<file path="src/design/kti_pkg.sv">
package kti_pkg;

   localparam int MaxKeys = 16;
   localparam int IdxW    = $clog2(MaxKeys);
   localparam int CntW    = $clog2(MaxKeys + 1);
   localparam int DivW    = 32;
   localparam int AlphaW  = 16;
   localparam int StepW   = $clog2(DivW);

   localparam logic [31:0] DupStep = 32'd6554;

   // opcodes
   localparam logic [2:0] OP_INSERT  = 3'd0;
   localparam logic [2:0] OP_QUERY   = 3'd1;
   localparam logic [2:0] OP_DELETE  = 3'd2;
   localparam logic [2:0] OP_MOVE_DN = 3'd3;
   localparam logic [2:0] OP_MOVE_UP = 3'd4;
   localparam logic [2:0] OP_DUP     = 3'd5;

   // status codes
   localparam logic [1:0] ST_OK      = 2'd0;
   localparam logic [1:0] ST_FULL    = 2'd1;
   localparam logic [1:0] ST_IGNORED = 2'd2;
   localparam logic [1:0] ST_EMPTY   = 2'd3;

   // blend lanes
   localparam logic [3:0] LANE_POS_X  = 4'd0;
   localparam logic [3:0] LANE_POS_Y  = 4'd1;
   localparam logic [3:0] LANE_SIZE_X = 4'd2;
   localparam logic [3:0] LANE_SIZE_Y = 4'd3;
   localparam logic [3:0] LANE_ANGLE  = 4'd4;
   localparam logic [3:0] LANE_RED    = 4'd5;
   localparam logic [3:0] LANE_GREEN  = 4'd6;
   localparam logic [3:0] LANE_BLUE   = 4'd7;
   localparam logic [3:0] LANE_ALPHA  = 4'd8;

   typedef struct packed {
      logic [2:0]         opcode;
      logic [31:0]        time_req;
      logic [3:0]         index;
      logic signed [31:0] pos_x;
      logic signed [31:0] pos_y;
      logic signed [31:0] size_x;
      logic signed [31:0] size_y;
      logic signed [31:0] angle;
      logic [31:0]        color_in;
      logic [15:0]        list_in;
   } req_type;

   typedef struct packed {
      logic signed [31:0] out_pos_x;
      logic signed [31:0] out_pos_y;
      logic signed [31:0] out_size_x;
      logic signed [31:0] out_size_y;
      logic signed [31:0] out_angle;
      logic [31:0]        out_color;
      logic [15:0]        out_list;
      logic [1:0]         status;
      logic [4:0]         key_count_out;
   } rsp_type;

   typedef struct packed {
      logic [31:0]        key_time;
      logic signed [31:0] pos_x;
      logic signed [31:0] pos_y;
      logic signed [31:0] size_x;
      logic signed [31:0] size_y;
      logic signed [31:0] angle;
      logic [31:0]        color;
      logic [15:0]        list;
   } entry_type;

   typedef enum logic [4:0] {
      S_IDLE, S_DECODE, S_LOOP_RD, S_LOOP_CHK, S_DIV, S_MOD_DONE,
      S_SRCH_RD, S_SRCH_CMP, S_SHUP_RD, S_SHUP_WR, S_FIN_WR,
      S_DEL_RD, S_DEL_WR, S_SW_RDA, S_SW_RDB, S_SW_WRA, S_SW_WRB,
      S_DUP_RDA, S_DUP_RDB, S_DUP_T, S_Q_RDA, S_Q_RDB, S_Q_DIV,
      S_EMIT_RD, S_EMIT, S_MIX_MUL, S_MIX_ACC, S_FINISH
   } state_type;

   typedef enum logic [2:0] {
      WR_COPY, WR_NEW, WR_SWAP_A, WR_SWAP_B, WR_DUP
   } wr_sel_type;

   typedef enum logic [1:0] {
      C_REQ, C_ZERO, C_REM
   } c_sel_type;

   typedef struct packed {
      logic             req_load;
      logic             rd_en;
      logic [IdxW-1:0]  rd_addr;
      logic             wr_en;
      logic [IdxW-1:0]  wr_addr;
      wr_sel_type       wr_sel;
      logic             hold_load;
      logic             c_load;
      c_sel_type        c_sel;
      logic             div_mod_start;
      logic             div_alpha_start;
      logic             div_step;
      logic             nt_load;
      logic             dup_last;
      logic             frame_clr;
      logic             emit;
      logic             mul;
      logic             acc;
      logic [3:0]       lane;
      logic             rsp_load;
      logic [1:0]       status;
      logic [CntW-1:0]  count;
   } cmd_type;

   typedef struct packed {
      logic [2:0]      opcode;
      logic [IdxW-1:0] index;
      logic            time_gt;
      logic            dur_zero;
      logic            rsp_busy;
   } sts_type;

endpackage

</file>
<file path="src/design/kti_ctrl.sv">
module kti_ctrl (
   input  logic             clock,
   input  logic             reset,
   input  logic             req_valid,
   output logic             req_ready,
   input  logic             csr_we,
   input  logic             csr_wdata,
   input  kti_pkg::sts_type sts,
   output kti_pkg::cmd_type cmd
);
   import kti_pkg::*;

   state_type       state_ff, state_in;
   logic [CntW-1:0] cnt_ff, cnt_in;
   logic [CntW-1:0] j_ff, j_in;
   logic [CntW-1:0] pos_ff, pos_in;
   logic [StepW-1:0] step_ff, step_in;
   logic [3:0]      lane_ff, lane_in;
   logic [1:0]      st_ff, st_in;
   logic            alpha_ff, alpha_in;
   logic            loop_ff;

   logic [CntW-1:0] idx5, jm1, jp1, posp1, cntm1;
   logic            srch_done;

   assign idx5  = {1'b0, sts.index};
   assign jm1   = j_ff - 1'b1;
   assign jp1   = j_ff + 1'b1;
   assign posp1 = pos_ff + 1'b1;
   assign cntm1 = cnt_ff - 1'b1;
   assign req_ready = (state_ff == S_IDLE);

   // loop mode register
   always_ff @(posedge clock) begin
      if (reset) begin
         loop_ff <= 1'b0;
      end else if (csr_we) begin
         loop_ff <= csr_wdata;
      end
   end

   // control registers
   always_ff @(posedge clock) begin
      if (reset) begin
         state_ff <= S_IDLE;
         cnt_ff   <= '0;
         j_ff     <= '0;
         pos_ff   <= '0;
         step_ff  <= '0;
         lane_ff  <= '0;
         st_ff    <= ST_OK;
         alpha_ff <= 1'b0;
      end else begin
         state_ff <= state_in;
         cnt_ff   <= cnt_in;
         j_ff     <= j_in;
         pos_ff   <= pos_in;
         step_ff  <= step_in;
         lane_ff  <= lane_in;
         st_ff    <= st_in;
         alpha_ff <= alpha_in;
      end
   end

   // next state and counters
   always_comb begin
      state_in  = state_ff;
      cnt_in    = cnt_ff;
      j_in      = j_ff;
      pos_in    = pos_ff;
      step_in   = step_ff;
      lane_in   = lane_ff;
      st_in     = st_ff;
      alpha_in  = alpha_ff;
      srch_done = 1'b0;
      unique case (state_ff)
         S_IDLE: begin
            if (req_valid) state_in = S_DECODE;
         end
         S_DECODE: begin
            st_in = ST_OK;
            case (sts.opcode)
               OP_INSERT: begin
                  if (cnt_ff == CntW'(MaxKeys)) begin
                     st_in = ST_FULL;
                     state_in = S_FINISH;
                  end else begin
                     j_in = '0;
                     state_in = S_SRCH_RD;
                  end
               end
               OP_QUERY: begin
                  if (cnt_ff == '0) begin
                     st_in = ST_EMPTY;
                     state_in = S_FINISH;
                  end else if (loop_ff) begin
                     state_in = S_LOOP_RD;
                  end else begin
                     j_in = '0;
                     state_in = S_SRCH_RD;
                  end
               end
               OP_DELETE: begin
                  if (idx5 >= cnt_ff) begin
                     st_in = ST_IGNORED;
                     state_in = S_FINISH;
                  end else begin
                     j_in = idx5;
                     state_in = S_DEL_RD;
                  end
               end
               OP_MOVE_DN: begin
                  if (idx5 == '0 || idx5 >= cnt_ff) begin
                     st_in = ST_IGNORED;
                     state_in = S_FINISH;
                  end else begin
                     pos_in = idx5 - 1'b1;
                     state_in = S_SW_RDA;
                  end
               end
               OP_MOVE_UP: begin
                  if (idx5 + 1'b1 >= cnt_ff) begin
                     st_in = ST_IGNORED;
                     state_in = S_FINISH;
                  end else begin
                     pos_in = idx5;
                     state_in = S_SW_RDA;
                  end
               end
               OP_DUP: begin
                  if (idx5 >= cnt_ff) begin
                     st_in = ST_IGNORED;
                     state_in = S_FINISH;
                  end else if (cnt_ff == CntW'(MaxKeys)) begin
                     st_in = ST_FULL;
                     state_in = S_FINISH;
                  end else begin
                     state_in = S_DUP_RDA;
                  end
               end
               default: begin
                  st_in = ST_IGNORED;
                  state_in = S_FINISH;
               end
            endcase
         end
         S_LOOP_RD: state_in = S_LOOP_CHK;
         S_LOOP_CHK: begin
            if (sts.dur_zero) begin
               j_in = '0;
               state_in = S_SRCH_RD;
            end else begin
               step_in  = '0;
               alpha_in = 1'b0;
               state_in = S_DIV;
            end
         end
         S_DIV: begin
            step_in = step_ff + 1'b1;
            if (alpha_ff && step_ff == StepW'(AlphaW - 1)) begin
               lane_in  = LANE_POS_X;
               state_in = S_MIX_MUL;
            end else if (!alpha_ff && step_ff == StepW'(DivW - 1)) begin
               state_in = S_MOD_DONE;
            end
         end
         S_MOD_DONE: begin
            j_in = '0;
            state_in = S_SRCH_RD;
         end
         S_SRCH_RD: begin
            if (j_ff == cnt_ff) srch_done = 1'b1;
            else state_in = S_SRCH_CMP;
         end
         S_SRCH_CMP: begin
            if (sts.time_gt) begin
               srch_done = 1'b1;
            end else begin
               j_in = jp1;
               state_in = S_SRCH_RD;
            end
         end
         S_SHUP_RD: begin
            if (j_ff == pos_ff) state_in = S_FIN_WR;
            else state_in = S_SHUP_WR;
         end
         S_SHUP_WR: begin
            j_in = jm1;
            state_in = S_SHUP_RD;
         end
         S_FIN_WR: begin
            cnt_in = cnt_ff + 1'b1;
            state_in = S_FINISH;
         end
         S_DEL_RD: begin
            if (jp1 < cnt_ff) begin
               state_in = S_DEL_WR;
            end else begin
               cnt_in = cntm1;
               state_in = S_FINISH;
            end
         end
         S_DEL_WR: begin
            j_in = jp1;
            state_in = S_DEL_RD;
         end
         S_SW_RDA: state_in = S_SW_RDB;
         S_SW_RDB: state_in = S_SW_WRA;
         S_SW_WRA: state_in = S_SW_WRB;
         S_SW_WRB: state_in = S_FINISH;
         S_DUP_RDA: state_in = S_DUP_RDB;
         S_DUP_RDB: state_in = S_DUP_T;
         S_DUP_T: begin
            pos_in = idx5 + 1'b1;
            j_in   = cnt_ff;
            state_in = S_SHUP_RD;
         end
         S_Q_RDA: state_in = S_Q_RDB;
         S_Q_RDB: state_in = S_Q_DIV;
         S_Q_DIV: begin
            step_in  = '0;
            alpha_in = 1'b1;
            state_in = S_DIV;
         end
         S_EMIT_RD: state_in = S_EMIT;
         S_EMIT: state_in = S_FINISH;
         S_MIX_MUL: state_in = S_MIX_ACC;
         S_MIX_ACC: begin
            if (lane_ff == LANE_ALPHA) begin
               state_in = S_FINISH;
            end else begin
               lane_in  = lane_ff + 1'b1;
               state_in = S_MIX_MUL;
            end
         end
         S_FINISH: begin
            if (!sts.rsp_busy) state_in = S_IDLE;
         end
         default: state_in = S_IDLE;
      endcase

      // branch once the search has found its key
      if (srch_done) begin
         if (sts.opcode == OP_INSERT) begin
            pos_in   = j_ff;
            j_in     = cnt_ff;
            state_in = S_SHUP_RD;
         end else if (j_ff == cnt_ff || j_ff == '0) begin
            pos_in   = (j_ff == '0) ? '0 : cntm1;
            state_in = S_EMIT_RD;
         end else begin
            pos_in   = jm1;
            state_in = S_Q_RDA;
         end
      end
   end

   // datapath commands
   always_comb begin
      cmd = '0;
      cmd.wr_sel = WR_COPY;
      cmd.c_sel  = C_REQ;
      cmd.lane   = lane_ff;
      cmd.status = st_ff;
      cmd.count  = cnt_ff;
      unique case (state_ff)
         S_IDLE: cmd.req_load = req_valid;
         S_DECODE: begin
            cmd.frame_clr = 1'b1;
            cmd.c_load    = 1'b1;
            cmd.c_sel     = C_REQ;
         end
         S_LOOP_RD: begin
            cmd.rd_en   = 1'b1;
            cmd.rd_addr = cntm1[IdxW-1:0];
         end
         S_LOOP_CHK: begin
            if (sts.dur_zero) begin
               cmd.c_load = 1'b1;
               cmd.c_sel  = C_ZERO;
            end else begin
               cmd.div_mod_start = 1'b1;
            end
         end
         S_DIV: cmd.div_step = 1'b1;
         S_MOD_DONE: begin
            cmd.c_load = 1'b1;
            cmd.c_sel  = C_REM;
         end
         S_SRCH_RD: begin
            cmd.rd_en   = (j_ff != cnt_ff);
            cmd.rd_addr = j_ff[IdxW-1:0];
         end
         S_SRCH_CMP: ;
         S_SHUP_RD: begin
            cmd.rd_en   = (j_ff != pos_ff);
            cmd.rd_addr = jm1[IdxW-1:0];
         end
         S_SHUP_WR: begin
            cmd.wr_en   = 1'b1;
            cmd.wr_addr = j_ff[IdxW-1:0];
            cmd.wr_sel  = WR_COPY;
         end
         S_FIN_WR: begin
            cmd.wr_en   = 1'b1;
            cmd.wr_addr = pos_ff[IdxW-1:0];
            cmd.wr_sel  = (sts.opcode == OP_INSERT) ? WR_NEW : WR_DUP;
         end
         S_DEL_RD: begin
            cmd.rd_en   = (jp1 < cnt_ff);
            cmd.rd_addr = jp1[IdxW-1:0];
         end
         S_DEL_WR: begin
            cmd.wr_en   = 1'b1;
            cmd.wr_addr = j_ff[IdxW-1:0];
            cmd.wr_sel  = WR_COPY;
         end
         S_SW_RDA, S_Q_RDA, S_EMIT_RD: begin
            cmd.rd_en   = 1'b1;
            cmd.rd_addr = pos_ff[IdxW-1:0];
         end
         S_SW_RDB, S_Q_RDB: begin
            cmd.hold_load = 1'b1;
            cmd.rd_en     = 1'b1;
            cmd.rd_addr   = posp1[IdxW-1:0];
         end
         S_SW_WRA: begin
            cmd.wr_en   = 1'b1;
            cmd.wr_addr = pos_ff[IdxW-1:0];
            cmd.wr_sel  = WR_SWAP_A;
         end
         S_SW_WRB: begin
            cmd.wr_en   = 1'b1;
            cmd.wr_addr = posp1[IdxW-1:0];
            cmd.wr_sel  = WR_SWAP_B;
         end
         S_DUP_RDA: begin
            cmd.rd_en   = 1'b1;
            cmd.rd_addr = sts.index;
         end
         S_DUP_RDB: begin
            cmd.hold_load = 1'b1;
            cmd.rd_en     = 1'b1;
            cmd.rd_addr   = sts.index + 1'b1;
         end
         S_DUP_T: begin
            cmd.nt_load  = 1'b1;
            cmd.dup_last = (idx5 + 1'b1 == cnt_ff);
         end
         S_Q_DIV: cmd.div_alpha_start = 1'b1;
         S_EMIT: cmd.emit = 1'b1;
         S_MIX_MUL: cmd.mul = 1'b1;
         S_MIX_ACC: cmd.acc = 1'b1;
         S_FINISH: cmd.rsp_load = !sts.rsp_busy;
         default: ;
      endcase
   end

endmodule

</file>
<file path="config.mk">
export PLATFORM = sky130hd
export DESIGN_NAME = kti_ctrl
export DESIGN_NICKNAME = d
export VERILOG_FILES = /design/src/design/kti_pkg.sv /design/src/design/kti_ctrl.sv
export SDC_FILE = /design/constraint.sdc
export NUM_CORES = 1
export LEC_CHECK = 0
export ABC_AREA = 1
export BUFFER_PORTS_ARGS = -buffer_cell sky130_fd_sc_hd__buf_2
export CAP_MARGIN = 20
export CORE_ASPECT_RATIO = 0.6
export CORE_MARGIN = 1.5
export CORE_UTILIZATION = 33
export DETAILED_ROUTE_END_ITERATION = 7
export GPL_TIMING_DRIVEN = 0
export HOLD_SLACK_MARGIN = 0.03
export PLACE_DENSITY_LB_ADDON = 0.08
export SYNTH_ARGS = -nofsm -noshare
export SYNTH_HDL_FRONTEND = slang
export SYNTH_SLANG_ARGS = --single-unit
export TNS_END_PERCENT = 100
</file>
<file path="constraint.sdc">
create_clock -name clock -period 6.1 [get_ports clock]
set_clock_uncertainty 0.2 [all_clocks]
set_input_delay 0.61 -clock clock [delete_from_list [all_inputs] [get_ports clock]]
set_output_delay 0.61 -clock clock [all_outputs]
set_load 0.02 [all_outputs]
</file>
==> flow_metrics.py <==
metrics = {
    "setup_path": {
        "critical_path.top_delay_family": "buffers and inverters",
        "ff2ff_setup_slack_ns": 2.94,
        "cpPeakStageDelay_ns": 0.49,
        "crit_slowest_cell": "ha_1",
        "r2r-start": "j_ff[0]",
        "path_cells": "buf_2 > clkinv_1 > ha_1 > ha_1 > nand2_1 > inv_1 > o21ai_0 > nand3_1 > nor2_1 > nor2_1 > nand4_1 > buf_2",
        "crit_arrival_ns": 3.13,
        "worstPathRequired_ns": 5.29,
        "cp_max_fo": 10,
        "start_kind": "flip-flop",
        "crit_type": "reg -> out",
        "endpoint_kind": "primary output",
        "r2r_end": "cnt_ff[0]",
        "critPathBufInv": 4,
        "cp_num_cells": 12,
        "r2r_cells": 12,
    },
    "cts": {
        "cts-htree-levels": 2,
        "postCtsSetupRepairBufs": 0,
        "cts_sinks": 33,
        "cts_tree": "done",
        "insertion_delay_ns": 0.29,
        "numCtsBuffers": 5,
        "holdBufCountCts": 0,
        "cts.clk_slew.worst_paths_ns": 0.06,
        "cts_root_buf": "clkbuf_16",
        "cts_resized": 0,
        "clk_path_buf_depth": 2,
    },
    "timing": {
        "period_share_pct": 64.6,
        "setup_viol": 0,
        "slew_violations": 0,
        "fin_hold_ws_ns": 0.274,
        "grt_setup_unrepaired": "no",
        "setup_ws_ns": 2.16,
        "hold_violations": 0,
        "relSlewSlack_pct": 46.9,
        "post-route-min-period_ns": 3.94,
        "setup_tns_ns": 0,
        "max_freq_mhz": 254,
        "worst_slew_pin_slew_ns": 0.789,
    },
    "grt": {
        "grt_overflow": 0,
        "track_usage_pct": 25.6,
        "grt_max_degree": 11,
        "grt_pass1_wl_um": 24900,
        "antenna_found_initial": 0,
        "grt_pass1_vias": 4249,
    },
    "die": {
        "num_rows": 30,
        "start_util_pct": 34.7,
        "die_w_um": 145,
        "die-area_um2": 12800,
        "chipHeight_um": 88.4,
        "ios": 55,
        "core-area_um2": 11600,
    },
    "power": {
        "internal-power_uw": 735,
        "seq_power_share_pct": 17.8,
        "irDropWorstVdd_uv": 137,
        "powerDensity_nw_per_um2": 354,
        "p_clk_share_pct": 16.4,
        "power_leakage_uw": 0.00246,
        "power_frac_comb_pct": 65.8,
        "p_sw_uw": 899,
        "sw_frac_of_total_pct": 55.0,
    },
    "yosys": {
        "synthArstFlopShare_pct": 0,
        "ys.flop_type": "dfxtp_1",
        "synthesis.nets": 748,
        "netlist_area_um2": 4010,
        "ys_seq_elements": 33,
        "yosysTopAreaCell": "nand2_1",
        "synth_cell_type_count": 39,
        "yosys_warnings": 0,
        "synth_edf_count": 0,
        "yosys.area.top_type_share_pct": 17.2,
        "ys_seq_area_share_pct": 16.5,
        "netlist_instances": 704,
        "syn_avg_cell_area_um2": 5.69,
        "synth.area.top_cells": "nand2_1 (17%), dfxtp_1 (16%), ha_1 (9.1%)",
    },
    "place": {
        "numPortBuffers": 54,
        "hpwl_um": 13500,
        "pre_cts_ws_ns": 2.43,
        "gp_congestion": 0.974,
    },
    "finish": {
        "num-fill-cells": 1315,
        "nNetsFinal": 809,
        "antenna_cells": 0,
        "multiInputGateArea_um2": 2860,
        "syn_to_final_growth_pct": 15.3,
        "seq_area_um2": 661,
        "drive_gt1_share_pct": 13.6,
    },
    "job": {
        "maxCapViolations": 0,
    },
    "drt": {
        "drc": 0,
        "vias": 4928,
        "post_drt_wl_per_cell_um": 17.8,
        "routed_via_density": 5.33,
        "drt-initial-drc-count": 474,
        "drtPass1Iterations": 5,
        "drt-total-wl_um": 16400,
        "drtAntennaViolNets": 0,
    },
    "outcome": {
        "outcome": "complete, no violations",
    },
    "worst_hold_path": {
        "hold_end": "st_ff[0]",
        "hold_start": "st_ff[0]",
        "min-delay-path-class": "reg -> reg",
        "min_path_cells": 2,
    },
}
## routing by layer
layer  global-route usage (%)  share of wire [%]  up-vias
met5                     2.86                  0        -
li1                         -                  -     2405
met3                     7.53                 12       15
met1                     38.6                 50     2251
met4                     4.27               0.90        0
met2                     35.4                 37      257
## registers in the layout, indices dropped and copies added (netlist names)
name      flops
cnt_ff        5
st_ff         2
step_ff       5
loop_ff       1
state_ff      5
alpha_ff      1
j_ff          5
pos_ff        5
lane_ff       4
## stage by stage
step	cells	power (uW)	area [um^2]	util, %
finish	925	1630	4620	40.0
global placement	918	1340	4480	38.7
CTS	925	1610	4620	40.0
floorplan	704	1030	4010	-
global route	925	1750	4620	40.0
detailed placement	918	1340	4480	38.7
## power groups by stage
stage                     Clock [uW]  Sequential [uW]  Combinational, uW
final                            268              290               1080
after detailed placement           0              294               1050
after floorplan                    0              294                731
after CTS                        270              289               1050
after global placement             0              293               1050
after global routing             275              294               1190
## placed cells by master, fill, tap and decap left out, types with 11 or more instances in the layout
cell type  instances
nand2_1          184
nor2_1            94
inv_1             93
buf_2             64
nand3_1           60
o21ai_0           41
a21oi_1           34
dfxtp_1           33
ha_1              29
xor2_1            19
nand4_1           11
a211oi_1          11
## kinds of logic (layout without fill, tap and decap cells)
family / after synthesis / count (layout) / share of synthesized area, %
AND/OR/NAND/NOR: 379 / 379 / 40.2
AO/OA/AOI/OAI: 114 / 114 / 16.6
buffers and inverters: 124 / 185 / 12.2
XOR/XNOR: 25 / 25 / 5.46
flip-flops: 33 / 33 / 16.5
adder cells (fa/ha/maj): 29 / 29 / 9.05
## cells in the mapped netlist, types with 9 or more instances
cell / n
buf_2: 10
o21ai_0: 41
ha_1: 29
dfxtp_1: 33
a211oi_1: 11
xor2_1: 19
nor2_2: 9
nand4_1: 11
nor2_1: 94
nand3_1: 60
inv_2: 9
nand2_1: 184
inv_1: 93
a21oi_1: 34
## cell type report
class	instances	share of cell area, %
multi-input cells	547	61.8
flip-flops and latches	33	14.3
inverters	106	8.61
repair buffers	54	5.85
well taps	160	4.33
clock buffers	7	3.09
plain buffers	18	2.00
## how the worst max path moves through the flow
stage	startpoint	to	slack, ns
after floorplan	sts[5]	cmd[16]	2.90
after global placement	sts[5]	pos_ff[4]	2.45
after CTS	j_ff[0]	cmd[37]	2.27
after global routing	j_ff[0]	cmd[37]	2.04
final	j_ff[0]	cmd[37]	2.16
after detailed placement	sts[5]	pos_ff[4]	2.43
## worst register-to-register path, stage by stage (launching register included)
cell and delay [ns]:
dfxtp_1 0.36, buf_2 0.25, clkinv_1 0.39, ha_1 0.50, ha_1 0.20, nand2_1 0.05, inv_1 0.03, o21ai_0 0.14
nand3_1 0.14, nand2_1 0.20, nand2_1 0.27, o21ai_0 0.23, a21oi_1 0.06
Power figures use the tool's default switching activity.
